File: src/design/positional_list_table_assert.svh
// Assertion macros for the positional list table.
// Each macro samples on clk and is disabled while arst_n is low.
`ifndef POSITIONAL_LIST_TABLE_ASSERT_SVH
`define POSITIONAL_LIST_TABLE_ASSERT_SVH

// Check that a condition implies a consequence in the same cycle.
`define PLT_ASSERT_SAME(label, ante, cons, msg) \
	label: assert property (@(posedge clk) disable iff (!arst_n) (ante) |-> (cons)) \
		else $error(msg);

// Check that a condition implies a consequence in the next cycle.
`define PLT_ASSERT_NEXT(label, ante, cons, msg) \
	label: assert property (@(posedge clk) disable iff (!arst_n) (ante) |=> (cons)) \
		else $error(msg);

`endif

File: src/design/plt_pkg.sv
// Shared types and constants for the positional list table.
// Used by plt_cell and positional_list_table; depends on nothing.
`timescale 1ns / 1ps
`default_nettype none

package plt_pkg;

	localparam int unsigned LIST_DEPTH = 16;
	localparam int unsigned CNT_W      = 5;
	localparam int unsigned IDX_W      = $clog2(LIST_DEPTH);

	localparam logic [CNT_W-1:0] FULL_COUNT = CNT_W'(LIST_DEPTH);

	// request actions
	localparam logic [1:0] ACT_READ   = 2'd0;
	localparam logic [1:0] ACT_INSERT = 2'd1;
	localparam logic [1:0] ACT_REMOVE = 2'd2;
	localparam logic [1:0] ACT_APPEND = 2'd3;

	// result status
	localparam logic [1:0] ST_OK      = 2'd0;
	localparam logic [1:0] ST_BAD_POS = 2'd1;
	localparam logic [1:0] ST_FULL    = 2'd2;

	// shift command broadcast to every cell of the row
	typedef struct packed {
		logic             ins;
		logic             rem;
		logic [CNT_W-1:0] pos;
	} cell_ctrl_t;

endpackage

`default_nettype wire

File: src/design/plt_cell.sv
// One slot of the list: holds a single entry and trades it with its neighbors.
// Depends on plt_pkg for the shift command type.
`timescale 1ns / 1ps
`default_nettype none

module plt_cell #(
	parameter int unsigned INDEX      = 0,
	parameter int unsigned DATA_WIDTH = 32
) (
	input  wire logic                  clk,
	input  wire plt_pkg::cell_ctrl_t   ctrl,
	input  wire logic [DATA_WIDTH-1:0] from_below,
	input  wire logic [DATA_WIDTH-1:0] from_above,
	input  wire logic [DATA_WIDTH-1:0] word_in,
	output logic      [DATA_WIDTH-1:0] entry
);

	localparam logic [plt_pkg::CNT_W-1:0] MY_POS = plt_pkg::CNT_W'(INDEX);

	logic [DATA_WIDTH-1:0] entry_q;

	// insert: slots above the gap take the lower neighbor, the gap takes the word
	// remove: the slot removed and all above take the upper neighbor
	always_ff @(posedge clk) begin
		if (ctrl.ins && (MY_POS > ctrl.pos)) begin
			entry_q <= from_below;
		end else if (ctrl.ins && (MY_POS == ctrl.pos)) begin
			entry_q <= word_in;
		end else if (ctrl.rem && (MY_POS >= ctrl.pos)) begin
			entry_q <= from_above;
		end
	end

	assign entry = entry_q;

endmodule

`default_nettype wire

File: src/design/positional_list_table.sv
// Top level of the positional list table: request decode, cell row, result register.
// Depends on plt_pkg, plt_cell and positional_list_table_assert.svh.
`timescale 1ns / 1ps
`default_nettype none

// Positional list table. Holds an ordered list of up to plt_pkg::LIST_DEPTH words,
// slot 0 first, in a row of cells. Every request word yields exactly one result
// word in the cycle after it is accepted. Read and remove return the entry at the
// given position; insert opens a gap at the position (0 up to the count) and
// append places the word at the end. A position out of range reports status
// ST_BAD_POS, insert or append on a full list reports ST_FULL; in both cases the
// list is left as it was and data_out is zero. Every result carries the count
// after the request. A request is taken every clock unless the result stalls:
// each cell reloads from its neighbor on the same edge, so an insert or remove
// anywhere is one row update, and the single result register is refilled in
// the cycle it is drained. Stale slots above the count keep old words, never read.
module positional_list_table #(
	parameter int unsigned DATA_WIDTH = 32
) (
	input  wire logic        clk,
	input  wire logic        arst_n,
	// request: [1:0] action, [6:2] position, [38:7] data_in, [39] zero
	input  wire logic [39:0] s_tdata,
	input  wire logic        s_tvalid,
	output logic             s_tready,
	// result: [31:0] data_out, [33:32] status, [38:34] count, [39] zero
	output logic      [39:0] m_tdata,
	output logic             m_tvalid,
	input  wire logic        m_tready
);

`include "positional_list_table_assert.svh"

	localparam int unsigned CNT_W = plt_pkg::CNT_W;
	localparam int unsigned IDX_W = plt_pkg::IDX_W;
	localparam int unsigned DEPTH = plt_pkg::LIST_DEPTH;

	// request fields
	logic [1:0]       action;
	logic [CNT_W-1:0] position;
	logic [31:0]      data_in;

	assign action   = s_tdata[1:0];
	assign position = s_tdata[6:2];
	assign data_in  = s_tdata[38:7];

	logic accept;
	assign s_tready = !m_tvalid || m_tready;
	assign accept   = s_tvalid && s_tready;

	logic [CNT_W-1:0] count_q;

	// decode the request against the current count
	logic [CNT_W-1:0]    ins_pos;
	logic                in_range;
	logic                take_entry;
	logic [1:0]          status_d;
	plt_pkg::cell_ctrl_t ctrl;

	assign in_range = position < count_q;
	assign ins_pos  = (action == plt_pkg::ACT_APPEND) ? count_q : position;

	always_comb begin
		status_d   = plt_pkg::ST_OK;
		take_entry = 1'b0;
		ctrl.ins   = 1'b0;
		ctrl.rem   = 1'b0;
		ctrl.pos   = ins_pos;
		unique case (action)
			plt_pkg::ACT_READ: begin
				if (in_range) begin
					take_entry = 1'b1;
				end else begin
					status_d = plt_pkg::ST_BAD_POS;
				end
			end
			plt_pkg::ACT_REMOVE: begin
				if (in_range) begin
					take_entry = 1'b1;
					ctrl.rem   = accept;
				end else begin
					status_d = plt_pkg::ST_BAD_POS;
				end
			end
			default: begin
				// insert and append; append always lands at the count
				if (ins_pos > count_q) begin
					status_d = plt_pkg::ST_BAD_POS;
				end else if (count_q == plt_pkg::FULL_COUNT) begin
					status_d = plt_pkg::ST_FULL;
				end else begin
					ctrl.ins = accept;
				end
			end
		endcase
	end

	// row of cells; each one sees both neighbors
	logic [DATA_WIDTH-1:0] entry_w [DEPTH];
	logic [DATA_WIDTH-1:0] word_w;

	assign word_w = DATA_WIDTH'(data_in);

	for (genvar i = 0; i < DEPTH; i++) begin : g_cell
		logic [DATA_WIDTH-1:0] below_w;
		logic [DATA_WIDTH-1:0] above_w;

		if (i == 0) begin : g_bottom
			assign below_w = '0;
		end else begin : g_lower
			assign below_w = entry_w[i-1];
		end

		// the top slot simply holds on a remove
		if (i == DEPTH - 1) begin : g_top
			assign above_w = entry_w[i];
		end else begin : g_upper
			assign above_w = entry_w[i+1];
		end

		plt_cell #(
			.INDEX      (i),
			.DATA_WIDTH (DATA_WIDTH)
		) u_cell (
			.clk        (clk),
			.ctrl       (ctrl),
			.from_below (below_w),
			.from_above (above_w),
			.word_in    (word_w),
			.entry      (entry_w[i])
		);
	end

	// entry at the requested position; position is below the count when used
	logic [31:0] data_out_d;
	assign data_out_d = take_entry ? 32'(entry_w[position[IDX_W-1:0]]) : 32'd0;

	// count update
	logic [CNT_W-1:0] count_d;

	always_comb begin
		count_d = count_q;
		if (ctrl.ins) begin
			count_d = count_q + CNT_W'(1);
		end else if (ctrl.rem) begin
			count_d = count_q - CNT_W'(1);
		end
	end

	always_ff @(posedge clk or negedge arst_n) begin
		if (!arst_n) begin
			count_q <= '0;
		end else begin
			count_q <= count_d;
		end
	end

	// result register: load on accept, drop valid once the word is taken
	logic             out_valid_q;
	logic [31:0]      data_out_q;
	logic [1:0]       status_q;
	logic [CNT_W-1:0] count_out_q;

	always_ff @(posedge clk or negedge arst_n) begin
		if (!arst_n) begin
			out_valid_q <= 1'b0;
		end else if (accept) begin
			out_valid_q <= 1'b1;
		end else if (m_tready) begin
			out_valid_q <= 1'b0;
		end
	end

	always_ff @(posedge clk) begin
		if (accept) begin
			data_out_q  <= data_out_d;
			status_q    <= status_d;
			count_out_q <= count_d;
		end
	end

	assign m_tvalid = out_valid_q;
	assign m_tdata  = {1'b0, count_out_q, status_q, data_out_q};

	// checks
	`PLT_ASSERT_SAME(a_count_bound, 1'b1, count_q <= plt_pkg::FULL_COUNT, "count above depth")
	`PLT_ASSERT_NEXT(a_ins_grows, accept && ctrl.ins, count_q == CNT_W'($past(count_q) + 1), "insert did not grow count")
	`PLT_ASSERT_SAME(a_shift_excl, 1'b1, !(ctrl.ins && ctrl.rem), "insert and remove at once")
	`PLT_ASSERT_SAME(a_bad_zero, out_valid_q && (status_q != plt_pkg::ST_OK), data_out_q == 32'd0, "data on failed request")

endmodule

`default_nettype wire
File: config.mk
export PLATFORM = sky130hd
export DESIGN_NAME = positional_list_table
export DESIGN_NICKNAME = d
export VERILOG_FILES = /design/src/design/plt_pkg.sv /design/src/design/plt_cell.sv /design/src/design/positional_list_table.sv
export VERILOG_INCLUDE_DIRS = /design/src /design/src/design
export SDC_FILE = /design/constraint.sdc
export NUM_CORES = 1
export LEC_CHECK = 0
export BUFFER_PORTS_ARGS = -buffer_cell sky130_fd_sc_hd__buf_4
export CORE_ASPECT_RATIO = 0.8
export CORE_UTILIZATION = 30
export DETAILED_ROUTE_END_ITERATION = 16
export PLACE_DENSITY_LB_ADDON = 0.12
export REMOVE_ABC_BUFFERS = 1
export SYNTH_ARGS = -nofsm -noshare
export SYNTH_HDL_FRONTEND = slang
export SYNTH_SLANG_ARGS = --single-unit
File: constraint.sdc
create_clock -name clk -period 6.4 [get_ports clk]
set_clock_uncertainty 0.05 [all_clocks]
set_input_delay 0.64 -clock clk [delete_from_list [all_inputs] [get_ports clk]]
set_output_delay 0.64 -clock clk [all_outputs]
set_load 0.005 [all_outputs]
==> flow_summary.yaml <==
outcome:
  status: "finished clean"
timing:
  period_minus_slack_ns: 4.20
  tightest_slew_ns: 1.13
  slew_viol_final: 0
  maxSlewHeadroom_pct: 24.8
  rsz0062_at_grt: "no"
  fin_crit_sh_pct: 65.6
  final_hold_viol_count: 0
  setup_viol: 0
  fmax_mhz: 238
clock_network:
  cts_buffer_depth: 3
  cts_buffers: 69
  cts_max_level: 3
  cts-root-buf: "clkbuf_16"
  clk_pin_slew_ns: 0.06
  clock-sinks: 557
  ctsResizeCount: 0
  clkLatencyLatePin_ns: 0.63
  cts_tree: "yes"
placement:
  numPortBuffers: 83
  place_area_sq_um: 33600
  gp_congestion: 0.800
  hpwl_mm: 64.5
  placed_cells: 3962
floorplanning:
  die_w_microns: 365
  die_h_microns: 292
  die_area_sq_um: 107000
  rows: 106
  ioPinCount: 86
  initial_utilization_pct: 30.3
  coreArea_sq_um: 104000
grt:
  grt_pass1_vias: 22200
  grt.overflow.total: 0
  grt_max_degree: 129
  grt_use_total_pct: 22.0
  grt_pass1_wl_mm: 168
  antenna_found_initial: 4
route:
  detail-route-antenna-nets: 0
  wl_per_cell_microns: 28.7
  wl_mm: 117
  drt_first_pass_iters: 6
  drt_iter0_drc: 2499
  avgViaCountPerCell: 5.62
  drcViolationCount: 0
  vias: 23000
power:
  power.density_nw_per_um2: 292
  power_frac_comb_pct: 17.4
  p_clk_share_pct: 38.6
  internal-power_uw: 7410
  p_switching_uw: 3080
  leakage_uw: 0.0118
  switching_share_pct: 29.3
  p_seq_share_pct: 44.0
  p_total_uw: 10500
  vdd_ir_drop_max_uv: 239
logic_synthesis:
  yosys.area.top_type_share_pct: 49.3
  synth-warning-count: 0
  seq_area_frac_synth_pct: 51.8
  ys_ff_latch: 557
  yosysTopAreaCell: "edfxtp_1"
  synth_cells: 2646
  ys.flop_type: "edfxtp_1"
  synthesis.area_sq_um: 31600
  synth.distinct_cells: 63
  synthTopCellsByArea: "edfxtp_1 49%, mux2i_1 11%, mux4_2 11%"
  synth_area_per_cell_sq_um: 11.9
  synth_edf_count: 519
  async_flop_share_pct: 1.08
worst_setup_path:
  endpoint_kind: "flop"
  critical_path_class: "flop to flop"
  required_ns: 6.65
  arrival_ns: 4.44
  start_kind: "flop"
  crit_fanout: 21
worst_hold_path:
  hold_class: "primary input to flop"
cells_and_area:
  layout_common_cells: "519 x edfxtp_1, 416 x nand2_1, 362 x mux2i_1"
  multi_input_area_sq_um: 14000
  num_antenna_cells: 0
  area_delta_synth_final_pct: 13.7
  drive_gt1_share_pct: 18.9
  regArea_sq_um: 16400
  finish.instance_area_sq_um: 35900
  layoutNonFillerInstCount: 4090
  fin_nets: 2685
  post-route-util_pct: 34.4
  nFillCells: 10300
  final_common_cell: "edfxtp_1"
flow_run:
  drv_cap: 0
[synthesized netlist by cell type (34+ instances only)]
master    number
edfxtp_1     519
o22ai_1       65
nand2_1      417
o21ai_0      170
mux2_2        34
o21ai_1       66
inv_1         74
clkbuf_1     136
nor2b_1       34
a21oi_1      135
a22oi_1       55
nor2_1       146
buf_2         55
mux2i_1      362
a31oi_1       34
mux4_2       160
[critical path, cell delays in order, from the launching register on]
cell and delay [ns]:
dfrtp_1 0.51, inv_1 0.18, ha_1 0.33, a21o_1 0.17, a211oi_1 0.45, o2111a_1 0.41, a21oi_2 0.05, buf_4 0.27
or2_2 0.39, nor2_4 0.71, buf_12 0.34
[per-stage QoR]
| step | setup WS, ns | setup TNS (ns) | hold WS [ns] |
|---|---|---|---|
| 5_1_grt | 2.04 | 0 | 0.146 |
| 6_report | 2.20 | 0 | 0.170 |
| 3_5_place_dp | 1.58 | 0 | 0.408 |
| 2_1_floorplan | -3.58 | -471.82 | 0.294 |
| 3_3_place_gp | 1.57 | 0 | 0.400 |
| 4_1_cts | 2.24 | 0 | 0.141 |
[timing repair]
action / 4_1_cts / 5_1_grt
buffers inserted: 0 / 0
hold buffers: 1 / 0
hold endpoints to repair: 6 / 0
[kinds of logic (layout without fill, tap and decap cells)]
group                      after synthesis  in the layout  synth area share, %
muxes                                  557            557                 24.1
other                                    1              1               0.0119
AOI/OAI and AO/OA                      544            544                 9.70
and+or+nand+nor                        655            655                 9.04
xor gates and xnor gates                 4              4                0.111
buffers and inverters                  317            357                 4.71
DFF                                    557            557                 51.8
adders and majority gates               11             11                0.436
[routing by layer]
metal,track usage (%),vias to the layer above,share of wire (%)
met3,4.56,178,8.9
met1,33.9,11800,47
li1,-,9922,-
met2,31.0,1092,41
met4,5.29,6,2.3
met5,0,-,0.036
[layout make-up]
cell class,count,area share [%]
well taps,1404,4.89
inverters,76,0.798
flip-flops and latches,557,45.6
repair buffers,154,3.50
multi-input cells,1772,38.9
clock buffers,107,5.78
clock inverters,20,0.564
[final timing paths]
kind                                              end                        from  depth (start not counted)  slack [ns]
setup / recovery           g_cell[1].u_cell.entry[27]                  count_q[3]                         10        2.20
hold / removal                               m_tvalid                    s_tvalid                          2        0.17
setup reg to reg           g_cell[1].u_cell.entry[27]                  count_q[3]                         10        2.20
hold reg to reg            g_cell[0].u_cell.entry[14]  g_cell[0].u_cell.entry[14]                          2        0.43
max in group asynchronous                  count_q[4]                      arst_n                          2        5.88
min in group asynchronous                    m_tvalid                      arst_n                          2        0.30
[power groups by stage]
stage | Clock, uW | Sequential (uW) | Combinational, uW
after global placement | 0 | 4680 | 1790
after detailed placement | 0 | 4680 | 1830
final | 4050 | 4620 | 1830
after CTS | 4150 | 4610 | 1830
after global routing | 4260 | 4650 | 1970
after floorplan | 0 | 4610 | 1030
[flip-flops by register name, summed over array words and instances, names as in the netlist]
signal / cells
count_out_q: 5
count_q: 5
data_out_q: 32
g_cell.u_cell.entry: 512
m_tvalid: 1
status_q: 2
Note: power is estimated with default switching activity, not from simulation.
